==> src/sv/saci_pkg.sv <==
`timescale 1ns / 1ps
// ----------------------------------------------------------------------------
// Sort ascending then increment: shared definitions
// Widths, capacity and the request, response and cell control word types.
// ----------------------------------------------------------------------------
package saci_pkg;

   // Batch capacity and element width.
   localparam int MAX_ITEMS   = 64;
   localparam int VALUE_WIDTH = 32;

   // The fill count must be able to hold MAX_ITEMS itself.
   localparam int COUNT_WIDTH = $clog2(MAX_ITEMS + 1);

   typedef logic signed [VALUE_WIDTH-1:0] value_type;
   typedef logic signed [VALUE_WIDTH:0]   result_type;
   typedef logic [COUNT_WIDTH-1:0]        count_type;

   // One input word.
   typedef struct packed {
      value_type value;
      logic      last;
   } req_type;

   // One result word.
   typedef struct packed {
      result_type value_plus_one;
      logic       last_res;
      logic       dropped;
   } rsp_type;

   // Control broadcast to every cell of the chain.
   typedef struct packed {
      logic insert;   // place the new value, shifting larger ones right
      logic shift;    // move every value one cell toward the output
   } cell_ctrl_type;

endpackage

==> src/sv/saci_cell.sv <==
`timescale 1ns / 1ps
// ----------------------------------------------------------------------------
// Sort cell
// One slot of the insertion chain. It holds one value, compares it with the
// broadcast new value and trades values with its two neighbors.
// ----------------------------------------------------------------------------
module saci_cell (
   input  logic                   clock,
   input  saci_pkg::cell_ctrl_type ctrl,
   input  logic                   occupied,
   input  saci_pkg::value_type    new_value,
   input  saci_pkg::value_type    left_value,
   input  logic                   left_gt,
   input  saci_pkg::value_type    right_value,
   output saci_pkg::value_type    value,
   output logic                   gt
);

   saci_pkg::value_type value_ff;
   saci_pkg::value_type value_in;
   logic                above;

   // An empty slot acts as larger than any value, so fills happen in order.
   assign above = !occupied || (value_ff > new_value);
   assign gt    = occupied && (value_ff > new_value);
   assign value = value_ff;

   // Shift takes right cell's value; insert, left's if it moves, else new.
   always_comb begin
      value_in = value_ff;
      if (ctrl.shift) begin
         value_in = right_value;
      end else if (ctrl.insert && above) begin
         value_in = left_gt ? left_value : new_value;
      end
   end

   always_ff @(posedge clock) begin
      value_ff <= value_in;
   end

endmodule

==> config.mk <==
export PLATFORM = sky130hd
export DESIGN_NAME = saci_cell
export DESIGN_NICKNAME = d
export VERILOG_FILES = /design/src/sv/saci_pkg.sv /design/src/sv/saci_cell.sv
export SDC_FILE = /design/constraint.sdc
export NUM_CORES = 1
export LEC_CHECK = 0
export BUFFER_PORTS_ARGS = -buffer_cell sky130_fd_sc_hd__buf_4
export CAP_MARGIN = 20
export CORE_AREA = 3 3 78 80
export DETAILED_ROUTE_END_ITERATION = 7
export DIE_AREA = 0 0 81 83
export PLACE_DENSITY = 0.86
export SLEW_MARGIN = 10
export SYNTH_ARGS = -nofsm -noshare
export SYNTH_HDL_FRONTEND = slang
export SYNTH_SLANG_ARGS = --single-unit
==> constraint.sdc <==
create_clock -name clock -period 7.25 [get_ports clock]
set_input_delay 1.45 -clock clock [delete_from_list [all_inputs] [get_ports clock]]
set_output_delay 1.45 -clock clock [all_outputs]
set_load 0.005 [all_outputs]
== After elaboration in Yosys (flattened, before gate mapping) ==
Cells that the tools add are included.
Word-level totals
  logic and storage cells: 10
  bits in registers: 32
  bits of input ports: 101
  output and inout bits: 33
Operators by class
  order comparisons: 1
  mux-type cells: 3
  reduce and logical (&&, ||, !) cells: 5
Operators with widths (number)
  2-to-1 mux 32 bit: 3
  > comparator 32 bit: 1
  logical AND 1 bit: 2
  nonzero test 2 bit: 1
  zero test 1 bit: 1
  logical OR 1 bit: 1

== Logic depth before layout (Yosys ltp) ==
Gate-level depths: netlist of run 1.
  depth in word-level cells: 5
  mapped depth: 8
  gate-level depth less buffers: 8

== Worst setup path after synthesis of run 1 ==
No wires, ideal clock.
  path type: input -> register
  from: input new_value[13]
  to: register value_ff[0], in the netlist value[0], enable pin
  arrival time: 5.361 ns
  stages: 8
  path buffers: 0
  path slack: 1.420 ns
  library setup time: 0.470 ns
  data required time: 6.780 ns
  cells stage by stage: inv_1 -> ha_1 -> and3_1 -> a221o_1 -> a21o_1 -> o31a_1 -> o21a_1 -> o31ai_1
On the way
  cells in the longest elaborated chain, start to end: 4
Ends and longest elaborated chain
  start, declared: RTL line saci_cell.sv:11  | input saci_pkg::value_type new_value,
  > comparator 32 bit: RTL line saci_cell.sv:24  | assign above = !occupied || (value_ff > new_value);
  logical OR 1 bit: RTL line saci_cell.sv:24
  logical AND 1 bit: RTL line saci_cell.sv:33  | end else if (ctrl.insert && above) begin
  nonzero test 2 bit (no source line)
  end signal, assigned: RTL line saci_cell.sv:39  | value_ff <= value_in;
  end, declared: RTL line saci_cell.sv:19  | saci_pkg::value_type value_ff;
Every way passes these cells.
A chain may end at the register's enable or synchronous reset.

== Worst setup path in the final report of run 1 ==
  from: input new_value[13]
  to: output gt
On the way
  cells in the longest elaborated chain, start to end: 2
Ends and longest elaborated chain
  > comparator 32 bit: RTL line saci_cell.sv:25  | assign gt = occupied && (value_ff > new_value);
  logical AND 1 bit: RTL line saci_cell.sv:25
  end, declared: RTL line saci_cell.sv:16  | output logic gt
Every way passes these cells.

==> flow_summary.yaml, run 1 <==
job:
  max_cap_violations: 0
final_layout:
  antennaDiodeCount: 0
  area_growth_pct: 46.4
  fillCellCount: 462
  fin_area_um2: 3590
  largest_reg_flops: 32
  finalNetCount: 523
  share_of_post_route_cells_with_drive_strength_above_1: 0.363
power_and_ir_drop:
  comb_power_share: 0.339
  intPower_uw: 399
  vdd.ir_drop.worst_uv: 74.5
  power_leakage_nw: 1.86
  p_switching_uw: 156
  clkPwrFrac: 0.218
  power_switching_share: 0.282
  sequentialPowerShare: 0.443
  pwr_density_cell_nw_per_um2: 155
die:
  die_height_um: 83
  fp.dieArea_um2: 6720
  rows: 27
  area_of_the_core_region_um2: 5470
  die_x_um: 81
  initial_core_util: 0.448
  ios: 134
yosys:
  async_reset_ff_frac: 0
  ys_warn_count: 0
  number_of_enable_type_register_cells_in_the_synthesized_netlist: 32
  cell_types_with_the_largest_area_share_after_synthesis: "sky130_fd_sc_hd__edfxtp_1 39%, sky130_fd_sc_hd__ha_1 16%, sky130_fd_sc_hd__mux2i_1 13%"
  synthDominantCellAreaShare: 0.392
  synth.top_cells.by_count: "39 x sky130_fd_sc_hd__nand2_1, 34 x sky130_fd_sc_hd__inv_1, 34 x sky130_fd_sc_hd__o21ai_0"
  synth_top_area_cell: "sky130_fd_sc_hd__edfxtp_1"
  synthesis.instances: 260
  mappedNetlistArea_um2: 2450
  postSynthRegisterBits: 32
  postSynthNetCount: 393
  synth_most_common_cell: "sky130_fd_sc_hd__nand2_1"
  count_of_distinct_cell_types_in_the_synthesized_netlist: 30
  ys_seq_area_frac: 0.392
  yosys_most_used_dff: "sky130_fd_sc_hd__edfxtp_1"
  synth_area_per_cell_um2: 9.44
routing:
  detail_route.wirelength_um: 6520
  via_per_inst: 5.14
  route.antenna.remaining_nets: 0
  route.detailed.wl_per_inst_um: 14.2
  drt_iter0_drc: 93
  remaining_drc_errors: 0
  drt_first_pass_iters: 4
  number_of_vias_after_detailed_routing: 2366
global_routing:
  pin_count_of_the_biggest_net_entering_global_routing: 66
  track_usage: 0.194
  grt_pass1_vias: 2367
  grt_antenna_before_repair: 0
  globalRouteOverflowTotal: 0
  grt_pass1_wl_um: 10400
critical_path:
  setup.worst_path.start_class: "primary input"
  timing.critical_path.arrival_ns: 3.74
  kind_of_critical_path: "in2out"
  cp-end-kind: "output port"
  worstPathRequired_ns: 5.80
  worstPathMaxFanout: 3
  worst-r2r-cell-count: 8
clocking:
  ctsHoldBuffers: 0
  numClockSinks: 32
  cts_tree: "done"
  htreeDepth: 2
  insertion_delay_ns: 0.28
  post_cts.repair.setup_buffers: 0
  root_buffer: "sky130_fd_sc_hd__clkbuf_8"
  clk_path_buf_depth: 2
  cts.reportedPaths.clkPinSlew_ns: 0.06
  ctsResizeCount: 0
  number_of_buffers_added_by_the_clock_tree_synthesis_step: 5
timing:
  timing.max_slew.rel_slack: 0.441
  totalNegativeSetupSlack_ns: 0
  skew_ns: 0.00790
  worst_pin_slew_ns: 0.839
  hold_viol_final: 0
  rsz0062_at_grt: "no"
  holdWs_ns: 1.13
  timing_max_transition_violations_final: 0
  timing.final.crit_period_ns: 5.19
  timing.fmax_mhz: 193
  finalCritPeriodShare: 0.715
  final-setup-viol-count: 0
placed_design:
  globalplace.congestion: 0.703
  place_hpwl_um: 5330
  io_buf_count: 133
  placedInstanceArea_um2: 3520
outcome:
  run_status: "finished, final reports clean"
min_path:
  worstHoldPathCells: 3
  timing.hold.worst.class: "reg2reg"
==> final cells by class <==
class / instances / area (um2) / area share
sequential: 32 / 961 / 0.268
inverter: 34 / 128 / 0.0355
multi-input combinational: 183 / 1340 / 0.372
timing repair buffer: 134 / 1010 / 0.280
tap: 72 / 90.1 / 0.0251
clock buffer: 5 / 68.8 / 0.0192
==> critical path, stage by stage <==
cell	delay, ns
sky130_fd_sc_hd__buf_4	0.08
sky130_fd_sc_hd__inv_1	0.03
sky130_fd_sc_hd__ha_1	0.29
sky130_fd_sc_hd__and3_1	0.21
sky130_fd_sc_hd__a221o_1	0.35
sky130_fd_sc_hd__a21o_1	0.19
sky130_fd_sc_hd__o31a_1	0.30
sky130_fd_sc_hd__nor4_1	0.55
sky130_fd_sc_hd__nor3_1	0.11
sky130_fd_sc_hd__buf_4	0.17
==> cells in the final DEF, fill, tap and decap left out, types with 2 or more instances in the layout <==
cell                       instances
sky130_fd_sc_hd__a21oi_1          13
sky130_fd_sc_hd__edfxtp_1         32
sky130_fd_sc_hd__mux2i_1          32
sky130_fd_sc_hd__ha_1             32
sky130_fd_sc_hd__clkbuf_8          5
sky130_fd_sc_hd__o21ai_0          34
sky130_fd_sc_hd__inv_1            34
sky130_fd_sc_hd__nor4_1            3
sky130_fd_sc_hd__nand4_1           5
sky130_fd_sc_hd__buf_4           134
sky130_fd_sc_hd__nand2_1          39
sky130_fd_sc_hd__a21o_1            2
sky130_fd_sc_hd__nand3_1           6
==> cells by family after synthesis <==
family | share of synthesized area
AO/OA/AOI/OAI | 0.136
adder cells (fa/ha/maj) | 0.163
buffers and inverters | 0.0688
flip-flops | 0.392
multiplexers | 0.131
AND/OR/NAND/NOR | 0.110
==> final timing paths <==
| kind | from | end | slack [ns] |
|---|---|---|---|
| max | new_value[13] | gt | 2.06 |
| min | value[31]$_DFFE_PP_ | value[26]$_DFFE_PP_ | 1.13 |
| max reg2reg | value[13]$_DFFE_PP_ | value[17]$_DFFE_PP_ | 3.81 |
| min reg2reg | value[31]$_DFFE_PP_ | value[26]$_DFFE_PP_ | 1.13 |
==> stage by stage <==
step           setup slack [ns]   util  power [mW]  instances
6_report                   2.06  0.656       0.556        460
2_1_floorplan              1.42      -       0.335        260
3_5_place_dp               2.09  0.644       0.440        455
4_1_cts                    2.08  0.656       0.561        460
3_3_place_gp               2.15  0.644       0.433        455
5_1_grt                    1.95  0.656       0.591        460
==> layer usage <==
layer  routed length [um]  vias to the layer above  global-route usage
met4                   51                        0              0.0461
met3                  694                        4              0.0553
li1                     -                     1184                   -
met2                 3190                       93               0.350
met1                 2580                     1085               0.221
met5                    0                        -                   0
==> power by group through the flow <==
stage | clock network (mW) | logic, mW | registers (mW)
global placement | 0 | 0.184 | 0.249
detailed placement | 0 | 0.190 | 0.250
finish | 0.121 | 0.188 | 0.246
floorplan | 0 | 0.0833 | 0.252
global route | 0.129 | 0.213 | 0.249
CTS | 0.123 | 0.191 | 0.247
(Power assumes the default switching activity.)
==> run 2, diff against run 1 <==
--- a/config.mk
+++ b/config.mk
@@ -5,11 +5,12 @@
 export SDC_FILE = /design/constraint.sdc
 export NUM_CORES = 1
 export LEC_CHECK = 0
+export ABC_AREA = 1
 export BUFFER_PORTS_ARGS = -buffer_cell sky130_fd_sc_hd__buf_4
 export CAP_MARGIN = 20
-export CORE_AREA = 3 3 78 80
+export CORE_AREA = 3 3 79 81
 export DETAILED_ROUTE_END_ITERATION = 7
-export DIE_AREA = 0 0 81 83
+export DIE_AREA = 0 0 82 84
 export PLACE_DENSITY = 0.86
 export SLEW_MARGIN = 10
 export SYNTH_ARGS = -nofsm -noshare
==> constraint.sdc (replaced) <==
create_clock -name clock -period 5.4 [get_ports clock]
set_input_delay 1.08 -clock clock [delete_from_list [all_inputs] [get_ports clock]]
set_output_delay 1.08 -clock clock [all_outputs]
set_load 0.005 [all_outputs]
==> flow_summary.yaml, run 2 <==
clocking:
  cts_tree: "done"
  clk_path_buf_depth: 2
  insertion_delay_ns: 0.28
  ctsHoldBuffers: 0
  root_buffer: "sky130_fd_sc_hd__clkbuf_8"
  number_of_buffers_added_by_the_clock_tree_synthesis_step: 5
  cts.reportedPaths.clkPinSlew_ns: 0.07
  ctsResizeCount: 0
  post_cts.repair.setup_buffers: 0
  numClockSinks: 32
  htreeDepth: 2
yosys:
  synth.top_cells.by_count: "66 x sky130_fd_sc_hd__nand2_1, 42 x sky130_fd_sc_hd__inv_1, 32 x sky130_fd_sc_hd__edfxtp_1, 32 x sky130_fd_sc_hd__ha_1, 30 x sky130_fd_sc_hd__o21a_1"
  yosys.area_share.xor_xnor: 0
  synthDominantCellAreaShare: 0.378
  synth_most_common_cell: "sky130_fd_sc_hd__nand2_1"
  mappedNetlistArea_um2: 2540
  number_of_enable_type_register_cells_in_the_synthesized_netlist: 32
  postSynthNetCount: 427
  cell_types_with_the_largest_area_share_after_synthesis: "sky130_fd_sc_hd__edfxtp_1 38%, sky130_fd_sc_hd__ha_1 16%, sky130_fd_sc_hd__nand2_1 9.7%"
  async_reset_ff_frac: 0
  synthesis.instances: 294
  synth_top_area_cell: "sky130_fd_sc_hd__edfxtp_1"
  post_synth_and_or_nand_nor_area_fraction: 0.153
  ys_seq_area_frac: 0.378
  synth-compound-area-share: 0.226
  yosys_most_used_dff: "sky130_fd_sc_hd__edfxtp_1"
  postSynthRegisterBits: 32
  synth_mux_area_frac: 0
  combinational_family_with_the_most_area_after_synthesis: "compound AO/OA/AOI/OAI gates"
  ys_warn_count: 0
  post_synth_fa_ha_maj_area_fraction: 0.158
  count_of_distinct_cell_types_in_the_synthesized_netlist: 23
  synth_area_per_cell_um2: 8.64
final_layout:
  layoutNonFillerInstCount: 495
  utilization: 0.662
  share_of_post_route_cells_with_drive_strength_above_1: 0.359
  mostFrequentLayoutCells: "134 x sky130_fd_sc_hd__buf_4, 66 x sky130_fd_sc_hd__nand2_1, 42 x sky130_fd_sc_hd__inv_1"
  area_growth_pct: 44.3
  largest_reg_flops: 32
  fin_area_um2: 3670
  finalNetCount: 555
  antennaDiodeCount: 0
  layout.cells.most_common: "sky130_fd_sc_hd__buf_4"
timing:
  timing_max_transition_violations_final: 0
  hold_viol_final: 0
  final_critical_path_setup_slack_ns: 1.77
  skew_ns: 0.00298
  totalNegativeSetupSlack_ns: 0
  timing.fmax_mhz: 275
  rsz0062_at_grt: "no"
  finalCritPeriodShare: 0.673
  holdWs_ns: 1.06
  timing.max_slew.rel_slack: 0.353
  timing.final.crit_period_ns: 3.63
  final-setup-viol-count: 0
  worst_pin_slew_ns: 0.970
global_routing:
  grt_pass1_wl_um: 10400
  grt_antenna_before_repair: 0
  track_usage: 0.192
  grt_pass1_vias: 2435
  pin_count_of_the_biggest_net_entering_global_routing: 63
  globalRouteOverflowTotal: 0
routing:
  drt-met1-wl_um: 2670
  top_signal_layer_used: "met4"
  detail_route.wirelength_um: 6700
  routed-wl-met2_um: 3360
  routed-wl-met3_um: 598
  route.detailed.wl_per_inst_um: 13.5
  drt_iter0_drc: 70
  remaining_drc_errors: 0
  number_of_vias_after_detailed_routing: 2476
  via_per_inst: 5.00
  drt_first_pass_iters: 6
  route.antenna.remaining_nets: 0
power_and_ir_drop:
  sequentialPowerShare: 0.425
  power_leakage_nw: 1.83
  pwr_density_cell_nw_per_um2: 207
  comb_power_share: 0.337
  power_switching_share: 0.297
  p_switching_uw: 226
  vdd.ir_drop.worst_uv: 109
  intPower_uw: 534
  report.power.total_uw: 759
  clkPwrFrac: 0.238
die:
  ios: 134
  die_x_um: 82
  initial_core_util: 0.459
  rows: 27
  die_height_um: 84
  area_of_the_core_region_um2: 5540
  fp.dieArea_um2: 6890
job:
  max_cap_violations: 0
critical_path:
  kind_of_critical_path: "in2out"
  crit_path_cell_trace: "buf_4, inv_1, ha_1, nand2_1, nor2_2, nand2_2, nor4_4, nand2_1, nand3_1, nand3_2, nor2_1, buf_4"
  worstPathRequired_ns: 4.32
  cp-end-kind: "output port"
  timing.critical_path.arrival_ns: 2.55
  cpPeakStageDelay_ns: 0.32
  worstPathMaxFanout: 4
  crit_slowest_cell: "sky130_fd_sc_hd__ha_1"
  setup.worst_path.start_class: "primary input"
outcome:
  run_status: "finished, final reports clean"
placed_design:
  placedCellCount: 487
  place_hpwl_um: 5250
  globalplace.congestion: 0.760
  placedInstanceArea_um2: 3580
  setup_slack_after_placement_ns: 1.75
  io_buf_count: 133
min_path:
  timing.hold.worst.class: "in2reg"
-- run 2: critical path: cells and delay by family --
| kind | cells | cell delay [ns] |
|---|---|---|
| fa+ha+maj | 1 | 0.32 |
| buf+inv | 3 | 0.24 |
| simple gates | 8 | 0.90 |
-- run 2: power by group through the flow --
stage                     Clock (mW)  Sequential, mW  Combinational [mW]
after floorplan                    0           0.330               0.128
after CTS                      0.187           0.323               0.259
after global placement             0           0.327               0.250
after global routing           0.196           0.326               0.290
final                          0.181           0.323               0.256
after detailed placement           0           0.329               0.258
-- run 2: final timing paths --
check / from / to / slack, ns / cells past startpoint
setup / recovery: new_value[31] / gt / 1.77 / 12
hold / removal: right_value[8] / value[8]$_DFFE_PP_ / 1.06 / 2
setup reg to reg: value[31]$_DFFE_PP_ / value[13]$_DFFE_PP_ / 2.90 / 12
hold reg to reg: value[31]$_DFFE_PP_ / value[0]$_DFFE_PP_ / 1.40 / 7
-- run 2: cell families (layout without fill, tap and decap cells) --
group	Yosys count	count (layout)
AO/OA/AOI/OAI	83	83
adder cells (fa/ha/maj)	32	32
buffers and inverters	57	186
flip-flops	32	32
AND/OR/NAND/NOR	90	90
-- run 2: metal layers --
layer,vias up,global-route usage
met4,0,0.0483
met5,-,0
met1,1106,0.215
met3,9,0.0659
li1,1272,-
met2,89,0.340
-- run 2: cell type report --
class / instances / area [um2]
timing repair buffer: 134 / 1010
clock inverter: 3 / 13.8
tap: 72 / 90.1
sequential: 32 / 961
clock buffer: 5 / 68.8
inverter: 44 / 165
multi-input combinational: 205 / 1360
fill: 465 / 1870
==> run 3, diff against run 2 <==
--- a/config.mk
+++ b/config.mk
@@ -8,10 +8,10 @@
 export ABC_AREA = 1
 export BUFFER_PORTS_ARGS = -buffer_cell sky130_fd_sc_hd__buf_4
 export CAP_MARGIN = 20
-export CORE_AREA = 3 3 79 81
+export CORE_AREA = 3 3 83 85
 export DETAILED_ROUTE_END_ITERATION = 7
-export DIE_AREA = 0 0 82 84
-export PLACE_DENSITY = 0.86
+export DIE_AREA = 0 0 86 88
+export PLACE_DENSITY = 0.83
 export SLEW_MARGIN = 10
 export SYNTH_ARGS = -nofsm -noshare
 export SYNTH_HDL_FRONTEND = slang
==> constraint.sdc (replaced) <==
create_clock -name clock -period 3.2 [get_ports clock]
set_input_delay 0.64 -clock clock [delete_from_list [all_inputs] [get_ports clock]]
set_output_delay 0.64 -clock clock [all_outputs]
set_load 0.005 [all_outputs]
==> flow_summary.yaml, run 3 (synthesis gave the netlist of run 2 again) <==
timing:
  rsz0062_at_grt: "no"
  final-setup-viol-count: 0
  skew_ns: 0.0109
  totalNegativeSetupSlack_ns: 0
  hold_viol_final: 0
  worst_pin_slew_ns: 0.593
  timing.final.crit_period_ns: 2.79
  timing.fmax_mhz: 358
  timing.max_slew.rel_slack: 0.604
  final_critical_path_setup_slack_ns: 0.405
  timing_max_transition_violations_final: 0
  finalCritPeriodShare: 0.873
clocking:
  clk_path_buf_depth: 2
  ctsHoldBuffers: 0
  cts.reportedPaths.clkPinSlew_ns: 0.07
  ctsResizeCount: 0
  numClockSinks: 32
  number_of_buffers_added_by_the_clock_tree_synthesis_step: 5
  cts_tree: "done"
  post_cts.repair.setup_buffers: 0
  insertion_delay_ns: 0.28
  root_buffer: "sky130_fd_sc_hd__clkbuf_8"
  htreeDepth: 2
die:
  fp.dieArea_um2: 7570
  die_height_um: 88
  ios: 134
  die_x_um: 86
  initial_core_util: 0.405
  area_of_the_core_region_um2: 6280
  rows: 29
critical_path:
  timing.critical_path.arrival_ns: 2.15
  worstPathMaxFanout: 4
  crit_slowest_cell: "sky130_fd_sc_hd__ha_1"
  critical-path-top-delay-family: "simple AND/OR/NAND/NOR gates"
  kind_of_critical_path: "in2out"
  crit_path_cell_trace: "buf_4, inv_1, ha_1, nand2_1, nor2_2, nand2_2, nor4_4, nand2_1, nand3_1, nand3_2, nor2_1, buf_4"
  cpPeakStageDelay_ns: 0.34
  setup.worst_path.start_class: "primary input"
  buf_inv_on_cp: 3
  cp-end-kind: "output port"
  worstPathRequired_ns: 2.56
global_routing:
  grt.met1_usage: 0.208
  grt-busiest-layer: "met2"
  grt_util_met2: 0.343
  grt_pass1_vias: 2586
  globalRouteOverflowTotal: 0
  grt_util_met3: 0.0348
  pin_count_of_the_biggest_net_entering_global_routing: 63
  grt_antenna_before_repair: 0
  grt_pass1_wl_um: 11100
  track_usage: 0.182
routing:
  number_of_vias_after_detailed_routing: 2504
  route.detailed.wl_per_inst_um: 13.9
  detail_route.wirelength_um: 6960
  drt_iter0_drc: 69
  via_per_inst: 4.99
  drt_first_pass_iters: 4
  route.antenna.remaining_nets: 0
  remaining_drc_errors: 0
power_and_ir_drop:
  report.power.total_mw: 1.36
  power_leakage_nw: 1.85
  pwr_density_cell_nw_per_um2: 366
  vdd.ir_drop.worst_uv: 169
final_layout:
  fillCellCount: 575
  layout.cells.most_common: "sky130_fd_sc_hd__buf_4"
  antennaDiodeCount: 0
  mostFrequentLayoutCells: "135 x sky130_fd_sc_hd__buf_4, 66 x sky130_fd_sc_hd__nand2_1, 42 x sky130_fd_sc_hd__inv_1"
  multi_input_area_um2: 1360
  area_growth_pct: 46.5
  layout.area.seq_um2: 961
  largest_reg_flops: 32
  finalNetCount: 557
  share_of_post_route_cells_with_drive_strength_above_1: 0.360
placed_design:
  io_buf_count: 133
  place_hpwl_um: 5600
  globalplace.congestion: 0.783
  setup_slack_after_placement_ns: 0.375
outcome:
  run_status: "finished, final reports clean"
job:
  max_cap_violations: 0
min_path:
  timing.hold.worst.class: "in2reg"
==> run 3: cell count changes in the layout (fill, tap and decap cells not counted) <==
cell / previous run / this run
sky130_fd_sc_hd__buf_12: 0 / 1
sky130_fd_sc_hd__buf_4: 134 / 135
sky130_fd_sc_hd__clkinv_1: 2 / 3
sky130_fd_sc_hd__bufinv_16: 0 / 1
sky130_fd_sc_hd__clkinv_2: 2 / 0
==> run 3: area by class of cell <==
| cell class | count | share of cell area |
|---|---|---|
| inverter | 44 | 0.0444 |
| clock buffer | 5 | 0.0185 |
| tap | 77 | 0.0259 |
| timing repair buffer | 136 | 0.278 |
| sequential | 32 | 0.258 |
| clock inverter | 3 | 0.0101 |
| multi-input combinational | 205 | 0.366 |
==> run 3: worst register-to-register path: cells and delay by family, from the launching register on <==
family	cells	cell delay [ns]
and+or+nand+nor	10	1.05
buffers and inverters	1	0.23
DFF	1	0.42
adders and majority gates	1	0.38
==> run 3: routing by layer <==
| metal | part of all wire | vias up | wire length, um |
|---|---|---|---|
| met1 | 0.40 | 1147 | 2800 |
| met5 | 0 | - | 0 |
| li1 | - | 1274 | - |
| met4 | 0.0079 | 0 | 55 |
| met2 | 0.52 | 78 | 3640 |
| met3 | 0.067 | 5 | 469 |
==> run 3: worst paths after layout <==
kind	from	end	slack [ns]	depth (start not counted)
setup / recovery	new_value[31]	gt	0.41	12
hold / removal	right_value[17]	value[17]$_DFFE_PP_	0.62	2
setup reg to reg	value[31]$_DFFE_PP_	value[6]$_DFFE_PP_	0.81	12
hold reg to reg	value[31]$_DFFE_PP_	value[17]$_DFFE_PP_	1.38	7
==> run 3: power breakdown <==
| group | switching, mW | internal (mW) |
|---|---|---|
| sequential | 0.0269 | 0.520 |
| combinational | 0.201 | 0.238 |
| clock | 0.151 | 0.227 |
| total | 0.379 | 0.985 |
==> run 3: through the flow <==
stage                     cells  hold WS [ns]   util  area [um2]
final                       502         0.625  0.593        3720
after global routing        502         0.620  0.593        3720
after CTS                   502         0.616  0.593        3720
after detailed placement    494         0.915  0.576        3620
after global placement      494         0.913  0.576        3620
after floorplan             294         0.826      -        2540
